File: config.mk
export PLATFORM = sky130hd
export DESIGN_NAME = i128div_seq
export DESIGN_NICKNAME = d
export VERILOG_FILES = /design/src/i128div_pkg.sv /design/src/i128div_seq.sv
export SDC_FILE = /design/constraint.sdc
export NUM_CORES = 1
export LEC_CHECK = 0
export BUFFER_PORTS_ARGS = -buffer_cell sky130_fd_sc_hd__buf_2
export CAP_MARGIN = 25
export CORE_MARGIN = 3
export CORE_UTILIZATION = 45
export CTS_CLUSTER_DIAMETER = 100
export CTS_CLUSTER_SIZE = 30
export DETAILED_ROUTE_END_ITERATION = 7
export GPL_ROUTABILITY_DRIVEN = 0
export GPL_TIMING_DRIVEN = 0
export PLACE_DENSITY = 0.78
export REMOVE_ABC_BUFFERS = 1
export SETUP_SLACK_MARGIN = 0.3
export SLEW_MARGIN = 10
export SYNTH_ARGS = -nofsm -noshare
export SYNTH_HDL_FRONTEND = slang
export SYNTH_SLANG_ARGS = --single-unit
File: constraint.sdc
create_clock -name clk -period 1.2 [get_ports clk]
set_input_delay 0.18 -clock clk [delete_from_list [all_inputs] [get_ports clk]]
set_output_delay 0.18 -clock clk [all_outputs]
set_load 0.005 [all_outputs]
File: src/i128div_pkg.sv
// shared types and constants of the 128-bit integer divider
package i128div_pkg;

    localparam int WIDE_BITS = 128;
    localparam int HALF_BITS = 64;

    // sequencer commands to the datapath
    typedef struct packed {
        logic ready;
        logic load;
        logic neg_a;
        logic neg_b;
        logic step;
        logic fix_q;
        logic fix_r;
        logic emit;
    } ctrl_t;

    // datapath status back to the sequencer
    typedef struct packed {
        logic a_neg;
        logic b_neg;
        logic b_zero;
        logic rsp_free;
    } status_t;

endpackage

File: src/i128div_seq.sv
// sequencer: operand sign fix, one quotient bit per cycle, result sign fix, hand-off
module i128div_seq
    import i128div_pkg::*;
#(
    parameter int OPERAND_BITS = 128
) (
    input  logic    clk,
    input  logic    rst_n,
    input  logic    req_valid,
    input  status_t status,
    output ctrl_t   ctrl
);

    localparam int CNT_W = $clog2(OPERAND_BITS);

    localparam logic [2:0] S_IDLE = 3'd0;
    localparam logic [2:0] S_NEGA = 3'd1;
    localparam logic [2:0] S_NEGB = 3'd2;
    localparam logic [2:0] S_DIV  = 3'd3;
    localparam logic [2:0] S_FIXQ = 3'd4;
    localparam logic [2:0] S_FIXR = 3'd5;
    localparam logic [2:0] S_DONE = 3'd6;

    logic [2:0]       state_reg;
    logic [2:0]       state_next;
    logic [CNT_W-1:0] cnt_reg;
    logic [CNT_W-1:0] cnt_next;

    always_comb
    begin
        state_next = state_reg;
        cnt_next   = cnt_reg;
        ctrl       = '0;
        case (state_reg)
            S_IDLE:
            begin
                ctrl.ready = 1'b1;
                ctrl.load  = req_valid;
                if (req_valid)
                begin
                    state_next = S_NEGA;
                end
            end
            S_NEGA:
            begin
                ctrl.neg_a = status.a_neg;
                state_next = status.b_zero ? S_DONE : S_NEGB;
            end
            S_NEGB:
            begin
                ctrl.neg_b = status.b_neg;
                cnt_next   = CNT_W'(OPERAND_BITS - 1);
                state_next = S_DIV;
            end
            S_DIV:
            begin
                ctrl.step = 1'b1;
                cnt_next  = cnt_reg - 1'b1;
                if (cnt_reg == '0)
                begin
                    state_next = S_FIXQ;
                end
            end
            S_FIXQ:
            begin
                ctrl.fix_q = status.a_neg ^ status.b_neg;
                state_next = S_FIXR;
            end
            S_FIXR:
            begin
                ctrl.fix_r = status.a_neg;
                state_next = S_DONE;
            end
            S_DONE:
            begin
                // hold the result until the output register is free
                ctrl.emit = status.rsp_free;
                if (status.rsp_free)
                begin
                    state_next = S_IDLE;
                end
            end
            default:
            begin
                state_next = S_IDLE;
            end
        endcase
    end

    always_ff @(posedge clk or negedge rst_n)
    begin
        if (!rst_n)
        begin
            state_reg <= S_IDLE;
            cnt_reg   <= '0;
        end
        else
        begin
            state_reg <= state_next;
            cnt_reg   <= cnt_next;
        end
    end

endmodule

==> flow_metrics.env, run 1 <==
export IMPL_async_reset_ff_frac=1.00
export IMPL_final_critical_path_setup_slack_ps=-286
export IMPL_area_growth_pct=74.2
export IMPL_reg2reg_slack_ps=-180
export IMPL_post_dp_hpwl_um=880
export IMPL_core_outline_area_um2=1190
export IMPL_die_width_um=42.8
export IMPL_violations="negative setup slack"
export IMPL_total_clock_buffers_created_by_cts=3
export IMPL_crit_reg2reg_launch="state_reg[2]"
export IMPL_global_route_wire_length_before_repair_um=3440
export IMPL_via_count=728
export IMPL_first_pass_detailed_route_iteration_total=4
export IMPL_cts_root_buf="clkbuf_4"
export IMPL_drtIter0Drc=34
export IMPL_finalCoreUtilization=0.897
export IMPL_die_height_um=42.8
export IMPL_crit_path_max_fanout=5
export IMPL_power_ir_vdd_worst_mv=1.68
export IMPL_grt_setup_unrepaired="yes"
export IMPL_most_frequent_cells_in_the_layout="13 x buf_2, 10 x buf_6, 10 x buf_4"
export IMPL_layout_nets=110
export IMPL_fin_setup_tns_ps=-2310
export IMPL_drive_gt1_frac=0.620
export IMPL_postPlaceCellArea_um2=681
export IMPL_initial_util=0.515
export IMPL_period_minus_slack_ps=1490
export IMPL_io_buffers=14
export IMPL_grt_overflow_total=0
export IMPL_fillCellCount=49
export IMPL_worst_ep_arrival_time_ps=1310
export IMPL_num_io_pins=15
export IMPL_measured_slew_at_the_worst_slew_check_pin_ps=312
export IMPL_fmax_ghz=0.673
export IMPL_drt_wl_total_um=2400
export IMPL_vias_per_cell=6.39
export IMPL_grt_pass1_vias=694
export IMPL_fp_row_count=12
export IMPL_max_cap_violations=0
export IMPL_class_of_the_worst_hold_path="input pin to asynchronous set/reset pin"
export IMPL_clk_pin_slew_ps=70
export IMPL_count_of_distinct_cell_types_in_the_synthesized_netlist=30
export IMPL_mostFrequentLayoutCell="buf_2"
export IMPL_crit_path_end_kind="primary output"
export IMPL_setup_viol=15
export IMPL_grt_start_max_net_pins=11
export IMPL_startpoint="state_reg[0]"
export IMPL_clock_skew_final_ps=5.94
export IMPL_groute_usage_overall=0.252
export IMPL_synth_avg_cell_area_um2=9.11
export IMPL_total_drc_errors_in_the_routed_layout=0
export IMPL_cts_max_path_buffers=2
export IMPL_fin_crit_sh=1.24
export IMPL_syn_std_cell_area_um2=611
export IMPL_fp_dieArea_um2=1830
export IMPL_hold_viol_final=0
export IMPL_outcome="complete, but fails checks"
export IMPL_cts_sink_count=10
export IMPL_final_cell_area_um2=1060
export IMPL_detail_route_antenna_nets=0
export IMPL_main_flop_type_after_synthesis="dfrtp_1"
export IMPL_totalPowerFinal_mw=2.60
export IMPL_grt_antenna_before_repair=0
export IMPL_tritoncts="built"
export IMPL_leakagePower_nw=0.521
export IMPL_yosysWarnings=0
export IMPL_ctsHtreeMaxLevel=1
export IMPL_synth_ff_latch_count=10
export IMPL_drv_slew=0
export IMPL_type_of_the_setup_path_with_the_least_slack="flip-flop to primary output"
export IMPL_fin_worst_hold_slack_ps=310
export IMPL_antenna_cells=0
export IMPL_synth_enable_flop_cells=0
export IMPL_pwr_density_nw_per_um2=2440
export IMPL_largest_reg_flops=7
export IMPL_worst_ep_required_time_ps=1020
export IMPL_ys_seq_area_frac=0.410
export IMPL_clock_latency_ps=260
export IMPL_routed_wire_length_per_instance_um=21.1
export IMPL_worst_slew_margin_rel=0.792
export IMPL_critical_path_startpoint_type="flip-flop"
export IMPL_post_synth_inst_count=67
==> cells in the mapped netlist, types with 2 or more instances <==
cell | count | area [um2]
o22ai_1 | 2 | 12.5
nand2_1 | 4 | 15.0
inv_1 | 3 | 11.3
o21ai_0 | 2 | 10.0
and2_1 | 2 | 12.5
nor3_1 | 3 | 15.0
and3_1 | 2 | 12.5
and4b_1 | 2 | 20.0
nor3b_1 | 4 | 30.0
nand2b_1 | 4 | 25.0
nor4b_1 | 2 | 17.5
dfrtp_1 | 10 | 250
clkbuf_1 | 2 | 7.51
a21oi_1 | 5 | 25.0
nor2_1 | 4 | 15.0
buf_2 | 2 | 10.0
==> metrics by stage <==
step                setup slack (ps)  std cells
floorplan                       -104         63
global placement                -279         91
detailed placement              -293         91
CTS                             -203        111
global route                    -328        114
finish                          -286        114
==> worst paths after layout <==
path                                 to  depth (start not counted)
setup / recovery                ctrl[5]                          4
hold / removal             state_reg[2]                          2
setup reg to reg             cnt_reg[3]                          4
hold reg to reg              cnt_reg[5]                          2
max in group asynchronous  state_reg[1]                          2
min in group clk           state_reg[1]                          4
==> critical path, stage by stage (launching register included) <==
cell and delay (ps):
dfrtp_2 480, buf_6 170, nand2b_4 60, nor3b_2 170
buf_2 150
==> where the power goes <==
| group | total (mW) | switching, mW | internal [mW] |
|---|---|---|---|
| clock network | 0.236 | 0.120 | 0.116 |
| logic | 1.75 | 0.833 | 0.920 |
| registers | 0.611 | 0.158 | 0.454 |
==> metal layers <==
layer  up-vias  share of wire  track usage  wire (um)
li1        315              -            -          -
met1       353           0.40        0.362        954
met2        50           0.49        0.383       1170
met3        10          0.087       0.0381        209
met4         0          0.030       0.0807         72
met5         -              0            0          0
==> repair_timing <==
action	4_1_cts	5_1_grt
gates resized for setup	38	12
hold buffers	1	0
endpoints found under the setup margin	18	18
endpoints found under the hold margin	10	0
setup buffers	16	3
pin swaps	11	9
==> kinds of logic (layout without fill, tap and decap cells) <==
| logic type | count (synthesis) | in the layout | synth area share |
|---|---|---|---|
| xor+xnor | 1 | 1 | 0.0143 |
| compound gates | 16 | 16 | 0.178 |
| flops | 10 | 10 | 0.410 |
| fa+ha+maj | 1 | 1 | 0.0205 |
| simple gates | 32 | 32 | 0.330 |
| buf+inv | 7 | 40 | 0.0471 |
==> layout make-up <==
| cell class | instances | area (um2) | share of cell area |
|---|---|---|---|
| Tap cell | 14 | 17.5 | 0.0165 |
| Sequential cell | 10 | 254 | 0.239 |
| Inverter | 3 | 11.3 | 0.0106 |
| Multi-Input combinational cell | 50 | 495 | 0.466 |
| Timing Repair Buffer | 34 | 263 | 0.247 |
| Clock buffer | 3 | 22.5 | 0.0212 |
No activity file was read; power rests on OpenSTA's default activity.
==> run 2, diff against run 1 <==
- REMOVE_ABC_BUFFERS: 1 -> default
==> run 2 against run 1 <==
- synthesized cell count stayed put
- the run now fails in global routing
- area after synthesis stayed put
==> flow_metrics.env, run 2 <==
export IMPL_post_dp_hpwl_um=972
export IMPL_timing_repair_worst_endpoint_type="primary output"
export IMPL_num_io_pins=15
export IMPL_flow_stopped_at="global routing"
export IMPL_postPlaceCellArea_um2=766
export IMPL_cts_sink_count=10
export IMPL_ys_seq_area_frac=0.410
export IMPL_async_reset_ff_frac=1.00
export IMPL_ctsHtreeMaxLevel=1
export IMPL_post_synth_inst_count=67
export IMPL_total_clock_buffers_created_by_cts=3
export IMPL_cts_max_path_buffers=2
export IMPL_io_buffers=14
export IMPL_grt_start_max_net_pins=11
export IMPL_synthDominantAreaCellType="dfrtp_1"
export IMPL_main_flop_type_after_synthesis="dfrtp_1"
export IMPL_synth_enable_flop_cells=0
export IMPL_synthDominantCellAreaShare=0.410
export IMPL_place_detailed_instances=95
export IMPL_initial_util=0.515
export IMPL_grt_worst_endpoint="ctrl[2]"
export IMPL_die_height_um=42.8
export IMPL_syn_std_cell_area_um2=611
export IMPL_cts_root_buf="clkbuf_4"
export IMPL_die_width_um=42.8
export IMPL_synth_avg_cell_area_um2=9.11
export IMPL_synthTopCellsByArea="dfrtp_1 41%, nor3b_1 4.9%, a21oi_1 4.1%"
export IMPL_most_frequent_cell_after_synthesis="dfrtp_1"
export IMPL_first_error="[ERROR DPL-0038] Utilization greater than 100%, impossible to legalize"
export IMPL_synth_nets=75
export IMPL_yosysWarnings=0
export IMPL_count_of_distinct_cell_types_in_the_synthesized_netlist=30
export IMPL_outcome="aborted with a tool error"
export IMPL_synth_ff_latch_count=10
export IMPL_fp_row_count=12
export IMPL_netlist_top_cells_count="10 x dfrtp_1, 5 x a21oi_1"
export IMPL_dpl_worst_slack_ps=-194
-- run 2: logic make-up after synthesis --
kind of cell               after synthesis  share of synthesized area
AOI/OAI and AO/OA                       16                      0.178
xor gates and xnor gates                 1                     0.0143
DFF                                     10                      0.410
buffers and inverters                    7                     0.0471
adders and majority gates                1                     0.0205
and+or+nand+nor                         32                      0.330
-- run 2: what timing repair did --
action,CTS
gates cloned,0
buffers inserted,17
pin swaps,10
hold endpoints to repair,10
hold buffers,1
resized for setup,26
setup endpoints to repair,18
-- run 2: stage by stage --
step,hold slack (ps),util
CTS,233,0.882
detailed placement,53.0,0.646
global placement,51.6,0.646
floorplan,-116,-
==> run 3, diff against run 2 <==
- CORE_AREA: default -> 3 3 64 66
- CORE_MARGIN: 3 -> default
- CORE_UTILIZATION: 45 -> default
- CTS_CLUSTER_DIAMETER: 100 -> default
- CTS_CLUSTER_SIZE: 30 -> default
- DIE_AREA: default -> 0 0 67 69
- PLACE_DENSITY: 0.78 -> default
- PLACE_DENSITY_LB_ADDON: default -> 0.15
- SETUP_SLACK_MARGIN: 0.3 -> default
- clock period: 1.2 -> 1.55 ns (I/O delays scaled with it)
==> run 3 against run 2 <==
- the flow now finishes without violations
==> flow_metrics.env, run 3 (same netlist as run 1, synthesis figures left out) <==
export IMPL_clock_power_share=0.192
export IMPL_clock_latency_ps=230
export IMPL_place_detailed_instances=129
export IMPL_io_buffers=14
export IMPL_post_dp_hpwl_um=1130
export IMPL_measured_slew_at_the_worst_slew_check_pin_ps=699
export IMPL_crit_path_end_kind="primary output"
export IMPL_worst_slew_margin_rel=0.527
export IMPL_p_comb_frac=0.496
export IMPL_synth_nets=75
export IMPL_instances_no_fill=134
export IMPL_critPathSlowestCell="dfrtp_1"
export IMPL_antenna_cells=0
export IMPL_clock_skew_final_ps=3.87
export IMPL_leakagePower_nw=0.387
export IMPL_worstReg2RegEnd="cnt_reg[5]"
export IMPL_finalCoreUtilization=0.237
export IMPL_hold_viol_final=0
export IMPL_cpPeakStageDelay_ps=380
export IMPL_worst_ep_arrival_time_ps=1270
export IMPL_routed_wire_length_per_instance_um=11.6
export IMPL_timing_reg2reg_worst_path_depth=3
export IMPL_total_clock_buffers_created_by_cts=3
export IMPL_fillCellCount=417
export IMPL_p_int_mw=0.823
export IMPL_total_drc_errors_in_the_routed_layout=0
export IMPL_worst_ep_required_time_ps=1320
export IMPL_cts_sink_count=10
export IMPL_grt_antenna_before_repair=0
export IMPL_grt_overflow_total=0
export IMPL_startpoint="state_reg[1]"
export IMPL_max_cap_violations=0
export IMPL_drtIter0Drc=10
export IMPL_cp_depth=3
export IMPL_fin_crit_sh=0.972
export IMPL_pwr_density_nw_per_um2=1590
export IMPL_fmax_ghz=0.664
export IMPL_grt_start_max_net_pins=12
export IMPL_most_frequent_cells_in_the_layout="14 x buf_2, 9 x dfrtp_1, 5 x a21oi_1"
export IMPL_first_pass_detailed_route_iteration_total=3
export IMPL_netSwitchingFraction=0.397
export IMPL_die_width_um=67
export IMPL_critical_path_startpoint_type="flip-flop"
export IMPL_drive_gt1_frac=0.372
export IMPL_power_switching_mw=0.542
export IMPL_drt_wl_total_um=1550
export IMPL_worst_hold_startpoint="status[1]"
export IMPL_core_outline_area_um2=3630
export IMPL_crit_reg2reg_launch="state_reg[2]"
export IMPL_groute_usage_overall=0.0729
export IMPL_grt_pass1_vias=559
export IMPL_ctsHtreeMaxLevel=1
export IMPL_cp_num_buf_inv=1
export IMPL_timing_critical_path_cells="nor2b_2 > and2_1 > buf_2"
export IMPL_num_io_pins=15
export IMPL_drv_slew=0
export IMPL_reg2reg_slack_ps=70
export IMPL_type_of_the_setup_path_with_the_least_slack="flip-flop to primary output"
export IMPL_detail_route_antenna_nets=0
export IMPL_area_growth_pct=40.8
export IMPL_tritoncts="built"
export IMPL_grt_setup_unrepaired="yes"
export IMPL_crit_end="ctrl[3]"
export IMPL_layout_nets=96
export IMPL_vias_per_cell=4.23
export IMPL_fp_dieArea_um2=4620
export IMPL_die_height_um=69
export IMPL_mostFrequentLayoutCell="buf_2"
export IMPL_initial_util=0.168
export IMPL_crit_path_max_fanout=7
export IMPL_fin_setup_tns_ps=0
export IMPL_setup_viol=0
export IMPL_power_ir_vdd_worst_mv=0.525
export IMPL_clk_pin_slew_ps=50
export IMPL_multi_input_area_um2=374
export IMPL_regArea_um2=251
export IMPL_fp_row_count=22
export IMPL_cts_root_buf="clkbuf_8"
export IMPL_class_of_the_worst_hold_path="input pin to flip-flop"
export IMPL_global_route_wire_length_before_repair_um=2620
export IMPL_largest_reg_flops=7
export IMPL_outcome="finished, final reports clean"
export IMPL_period_minus_slack_ps=1510
export IMPL_seq_power_share=0.312
export IMPL_via_count=567
export IMPL_cts_max_path_buffers=2
export IMPL_path_delay_family="simple AND/OR/NAND/NOR gates"
-- run 3: power groups by stage --
stage,clock [mW],combinational (mW),sequential (mW)
after global placement,0,0.581,0.420
after global routing,0.288,0.768,0.440
after detailed placement,0,0.581,0.418
final,0.262,0.677,0.426
after CTS,0.267,0.570,0.440
after floorplan,0,0.414,0.399
-- run 3: final cells by class --
cell class	instances	area share
clock buffer	3	0.0480
tap	48	0.0699
sequential	10	0.293
timing repair buffer	17	0.111
multi-input combinational	50	0.435
inverter	3	0.0131
buffer	3	0.0306
-- run 3: worst min-delay path by stage --
stage | endpoint | slack [ps] | cells past startpoint
finish | state_reg[2] | 350 | 4
global route | state_reg[2] | 390 | 4
CTS | state_reg[2] | 350 | 4
detailed placement | cnt_reg[5] | 110 | 1
global placement | cnt_reg[5] | 120 | 1
floorplan | cnt_reg[0] | -60 | 0
-- run 3: per-layer routing --
layer	GRT usage	up-vias	routed length, um
li1	-	288	-
met1	0.0976	266	758
met2	0.103	9	725
met3	0.0114	4	25
met4	0.0541	0	44
met5	0	-	0
-- run 3: metrics by stage --
step / setup WS (ps) / area [um2] / power (mW) / hold slack [ps]
2_1_floorplan: 270 / 611 / 0.813 / -63.1
3_3_place_gp: -0.338 / 741 / 1.00 / 120
3_5_place_dp: -5.02 / 741 / 0.999 / 112
4_1_cts: -104 / 795 / 1.28 / 350
5_1_grt: -17.3 / 860 / 1.50 / 394
6_report: 43.7 / 860 / 1.36 / 349
-- run 3: repair_timing --
action / in CTS / in global routing
hold buffers: 1 / 0
setup endpoints to repair: 6 / 11
resized for setup: 3 / 14
endpoints found under the hold margin: 10 / 0
buffers inserted: 0 / 2
-- run 3: worst reg2reg max path, stage by stage (launching register included) --
cell	delay, ps
dfrtp_1	400
nor4b_1	640
and3_1	260
o22ai_1	60
